<file path="src/hdl/lir_pkg.sv">
// ----------------------------------------------------------------------------
// lir_pkg
// Shared types, constants and helpers of the linear interpolation resampler.
// ----------------------------------------------------------------------------
package lir_pkg;

    localparam int MAX_FRAME_LEN = 2048;
    localparam int MAX_RESULTS   = 32;
    localparam int QUEUE_DEPTH   = 4;
    localparam int SAMPLE_W      = 16;
    localparam int RATE_W        = 17;
    localparam int CHAN_W        = 2;
    localparam int REG_IDX_W     = 2;

    localparam logic [RATE_W-1:0] RATE_MIN       = 17'd8000;
    localparam logic [RATE_W-1:0] RATE_MAX       = 17'd96000;
    localparam logic [RATE_W-1:0] IN_RATE_RESET  = 17'd44100;
    localparam logic [RATE_W-1:0] OUT_RATE_RESET = 17'd48000;
    localparam logic [CHAN_W-1:0] CHAN_RESET     = 2'd2;
    localparam logic [CHAN_W-1:0] CHAN_MONO      = 2'd1;

    localparam logic [REG_IDX_W-1:0] REG_INPUT_RATE    = 2'd0;
    localparam logic [REG_IDX_W-1:0] REG_OUTPUT_RATE   = 2'd1;
    localparam logic [REG_IDX_W-1:0] REG_CHANNEL_COUNT = 2'd2;

    typedef struct packed {
        logic [RATE_W-1:0] rin;
        logic [RATE_W-1:0] rout;
        logic              mono;
    } cfg_t;

    typedef struct packed {
        logic                       pass;
        logic                       frame_end;
        logic signed [SAMPLE_W-1:0] right;
        logic signed [SAMPLE_W-1:0] left;
    } item_t;

    function automatic logic [RATE_W-1:0] clamp_rate(input logic [RATE_W-1:0] r);
        logic [RATE_W-1:0] v;
        if (r < RATE_MIN) begin
            v = RATE_MIN;
        end else if (r > RATE_MAX) begin
            v = RATE_MAX;
        end else begin
            v = r;
        end
        return v;
    endfunction

endpackage

</file>
<file path="src/hdl/lir_front.sv">
// ----------------------------------------------------------------------------
// lir_front
// Input side: takes sample frames, tags pass-through, zeroes right in mono, queues them.
// ----------------------------------------------------------------------------
module lir_front #(
    parameter int DEPTH = lir_pkg::QUEUE_DEPTH
) (
    input  logic                 aclk,
    input  logic                 aresetn,
    input  lir_pkg::cfg_t        cfg,
    input  logic                 s_tvalid,
    output logic                 s_tready,
    input  logic [31:0]          s_tdata,   // left_sample [15:0], right_sample [31:16]
    input  logic                 s_tlast,   // frame_end
    output lir_pkg::item_t       q_item,
    output logic                 q_valid,
    input  logic                 q_pop
);
    import lir_pkg::*;

    localparam int AW = (DEPTH > 1) ? $clog2(DEPTH) : 1;
    localparam int NW = $clog2(DEPTH + 1);

    item_t          mem_reg [DEPTH];
    logic [AW-1:0]  wr_ptr_reg;
    logic [AW-1:0]  rd_ptr_reg;
    logic [NW-1:0]  fill_reg;
    item_t          in_item;
    logic           push;
    logic           pop;

    assign s_tready = (fill_reg != NW'(DEPTH));
    assign q_valid  = (fill_reg != '0);
    assign q_item   = mem_reg[rd_ptr_reg];
    assign push     = s_tvalid && s_tready;
    assign pop      = q_pop && q_valid;

    always_comb begin
        in_item.pass      = (cfg.rin == cfg.rout);
        in_item.frame_end = s_tlast;
        in_item.left      = s_tdata[15:0];
        in_item.right     = cfg.mono ? '0 : s_tdata[31:16];
    end

    always_ff @(posedge aclk) begin
        if (!aresetn) begin
            wr_ptr_reg <= '0;
            rd_ptr_reg <= '0;
            fill_reg   <= '0;
        end else begin
            if (push) begin
                mem_reg[wr_ptr_reg] <= in_item;
                wr_ptr_reg <= (wr_ptr_reg == AW'(DEPTH - 1)) ? '0 : wr_ptr_reg + 1'b1;
            end
            if (pop) begin
                rd_ptr_reg <= (rd_ptr_reg == AW'(DEPTH - 1)) ? '0 : rd_ptr_reg + 1'b1;
            end
            if (push && !pop) begin
                fill_reg <= fill_reg + 1'b1;
            end else if (pop && !push) begin
                fill_reg <= fill_reg - 1'b1;
            end
        end
    end

endmodule

</file>
<file path="config.mk">
export PLATFORM = sky130hd
export DESIGN_NAME = lir_front
export DESIGN_NICKNAME = d
export VERILOG_FILES = /design/src/hdl/lir_pkg.sv /design/src/hdl/lir_front.sv
export SDC_FILE = /design/constraint.sdc
export NUM_CORES = 1
export LEC_CHECK = 0
export ABC_CLOCK_PERIOD_IN_PS = 5730
export BUFFER_PORTS_ARGS = -buffer_cell sky130_fd_sc_hd__buf_2
export CORE_ASPECT_RATIO = 1.4
export CORE_UTILIZATION = 50
export DETAILED_ROUTE_END_ITERATION = 8
export MAX_ROUTING_LAYER = met4
export PLACE_DENSITY = 0.77
export SYNTH_ARGS = -nofsm -noshare
export SYNTH_HDL_FRONTEND = slang
export SYNTH_SLANG_ARGS = --single-unit
export TNS_END_PERCENT = 50
</file>
<file path="constraint.sdc">
create_clock -name aclk -period 5.73 [get_ports aclk]
set_clock_uncertainty 0.15 [all_clocks]
set_input_delay 0 -clock aclk [delete_from_list [all_inputs] [get_ports aclk]]
set_output_delay 0 -clock aclk [all_outputs]
set_load 0.03 [all_outputs]
</file>
==> flow_summary.yaml <==
power:
  power_density_nw_per_um2: 432
  p_leak_uw: 0.00269
  ir_worst_vdd_mv: 0.214
route:
  routed_wl_um: 10300
  num_vias: 2999
  drtIter0Drc: 154
  first_pass_iters: 4
  drc_errors: 0
  wire_per_inst_um: 17.8
  antenna_left: 0
  viasPerCell: 5.18
timing:
  setup_viol: 0
  relSlewSlack_pct: 39.5
  tightest_slew_ns: 0.908
  fmax_ghz: 0.360
  hold_violations: 0
  hold_slack_ns: 0.0746
  post-route-period-util_pct: 48.5
  period_minus_slack_ns: 2.78
  drv_slew: 0
  setup_tns_ns: 0
  rsz0062_at_grt: "no"
clocking:
  cts_tree: "done"
  cts_resized: 0
  htree_levels: 4
  cts_made_buffers: 17
  clkSinkCount: 145
  root_buffer: "clkbuf_16"
  postCtsSetupRepairBufs: 0
  clk_latency_ns: 0.40
  cts.clk_slew.worst_paths_ns: 0.06
  clockBufferDepth: 2
synth:
  avgSynthCellArea_um2: 21.3
  synth.net_count: 346
  ys_ff_latch: 145
  synth_ff_type: "edfxtp_1"
  synthDistinctLibCells: 29
  synth_cells: 267
  yosys-top-cells-area: "edfxtp_1 72%, mux4_2 13%, dfxtp_1 3.2%, xor2_1 2.2%, nor2b_1 1.9%"
  synth_top_area_share_pct: 71.9
  synth_top_area_cell: "edfxtp_1"
  async_reset_ff_share_pct: 0
  synth_edf_count: 136
  netlist_area_um2: 5680
  ys_seq_area_share_pct: 75.1
  yosys_warnings: 0
placed_design:
  place_congestion: 0.734
  hpwlAfterDp_um: 5630
  portBuffers: 107
final_layout:
  num_antenna_cells: 0
  nNetsFinal: 504
  drive_gt1_share_pct: 41.3
  syn_to_final_growth_pct: 31.0
  largest_reg_flops: 136
setup_path:
  critPathCaptureType: "register"
  arrival_ns: 2.88
  rr_startpoint: "fill_reg[1]$_SDFFE_PN0P_"
  rr_endpoint: "fill_reg[2]$_SDFFE_PN0P_"
  reg2reg_slack_ns: 3.19
  critPathKind: "input port to register"
  crit_path_end: "mem_reg[3][33]$_DFFE_PP_"
  critPathLaunch: "cfg[29]"
  start_kind: "input port"
  rr_worst_depth: 8
  crit_required_ns: 5.83
  crit_fanout: 4
global_route:
  grt_max_degree: 35
  globalRouteOverflowTotal: 0
  first_global_vias: 3094
  track_usage_pct: 19.8
  grt_antenna_before_repair: 0
  grt_first_pass_wirelength_um: 16100
hold_path:
  hold_depth: 2
  min_from: "cfg[0]"
  hp-class: "input port to register"
floorplan:
  die_w_um: 92.1
  die-area_um2: 11800
  fp.coreArea_um2: 10900
  ios: 108
  initial_core_util_pct: 52.0
  rows: 45
  chipHeight_um: 128
run_status:
  status: "complete, no violations"
flow_run:
  maxCapViolCount: 0
[cells in the mapped netlist, types with 2 or more instances]
| master | count |
|---|---|
| edfxtp_1 | 136 |
| mux4_2 | 34 |
| nor2b_1 | 17 |
| xor2_1 | 14 |
| dfxtp_1 | 9 |
| ha_1 | 6 |
| nand2_1 | 5 |
| xnor2_1 | 5 |
| and3_1 | 4 |
| buf_6 | 4 |
| a21boi_0 | 3 |
| buf_2 | 3 |
| clkbuf_1 | 3 |
| inv_1 | 3 |
| nor4_1 | 3 |
| a21boi_1 | 2 |
| nand2_2 | 2 |
| nand3_1 | 2 |
| or3_1 | 2 |
[logic make-up (layout without fill, tap and decap cells)]
logic type	Yosys count	count (layout)	share of synthesized area, %
xor gates and xnor gates	19	19	2.93
DFF	145	145	75.1
AOI/OAI and AO/OA	6	6	0.749
buffers and inverters	14	185	1.52
muxes	35	35	13.7
adders and majority gates	7	7	1.67
and+or+nand+nor	41	41	4.38
[cell usage in the layout, fill, tap and decap left out, types with 4 or more instances in the layout]
| cell | n |
|---|---|
| dlygate4sd3_1 | 41 |
| clkbuf_16 | 17 |
| xor2_1 | 14 |
| dfxtp_1 | 7 |
| buf_2 | 107 |
| and3_2 | 4 |
| ha_1 | 6 |
| mux4_2 | 34 |
| nor2b_1 | 17 |
| edfxtp_1 | 136 |
| bufinv_16 | 8 |
| nand2_1 | 5 |
| xnor2_1 | 5 |
[worst min-delay path by stage]
stage / to / slack (ns)
after global placement: mem_reg[1][9]$_DFFE_PP_ / 0.06
final: mem_reg[0][29]$_DFFE_PP_ / 0.07
after CTS: mem_reg[0][24]$_DFFE_PP_ / 0.06
after floorplan: mem_reg[0][0]$_DFFE_PP_ / -0.05
after detailed placement: mem_reg[3][7]$_DFFE_PP_ / 0.07
after global routing: mem_reg[0][24]$_DFFE_PP_ / 0.09
[per-layer routing]
metal	GRT usage (%)	vias up	wire length, um
met4	7.44	0	161
met5	-	-	0
met2	32.7	110	5500
met3	5.28	18	512
li1	-	1388	-
met1	23.3	1483	4120
[what timing repair did]
item,CTS,global route
hold buffers,41,0
setup endpoints to repair,0,0
endpoints found under the hold margin,145,0
[stage by stage]
stage               setup WS, ns  area, um^2  std cells  power (uW)  utilization, %
floorplan                   3.31        5680        267        1770               -
global placement            3.37        6330        506        1910            58.0
detailed placement          3.20        6330        506        1930            58.0
CTS                         3.00        7440        579        3240            68.1
global route                2.82        7440        579        3330            68.1
finish                      2.95        7440        579        3220            68.1
[worst max-delay path, stage by stage]
cell,delay [ns]
dlygate4sd3_1,0.54
buf_2,0.13
xnor2_1,0.11
dlygate4sd3_1,0.55
nand4_1,0.06
dlygate4sd3_1,0.56
nor4_1,0.27
dlygate4sd3_1,0.65
[power breakdown]
group	internal [uW]	switching, uW	total, uW
clock network	899	392	1290
logic	274	368	643
registers	1230	51.1	1280
[cell type report]
cell class                      instances  area, um^2
Tap cell                              141         176
Timing Repair Buffer                  149         953
Clock buffer                           19         433
Multi-Input combinational cell        108        1330
Inverter                                4        15.0
Fill cell                             722        3480
Sequential cell                       145        4270
Clock inverter                         13         263
Power figures use the tool's default switching activity.
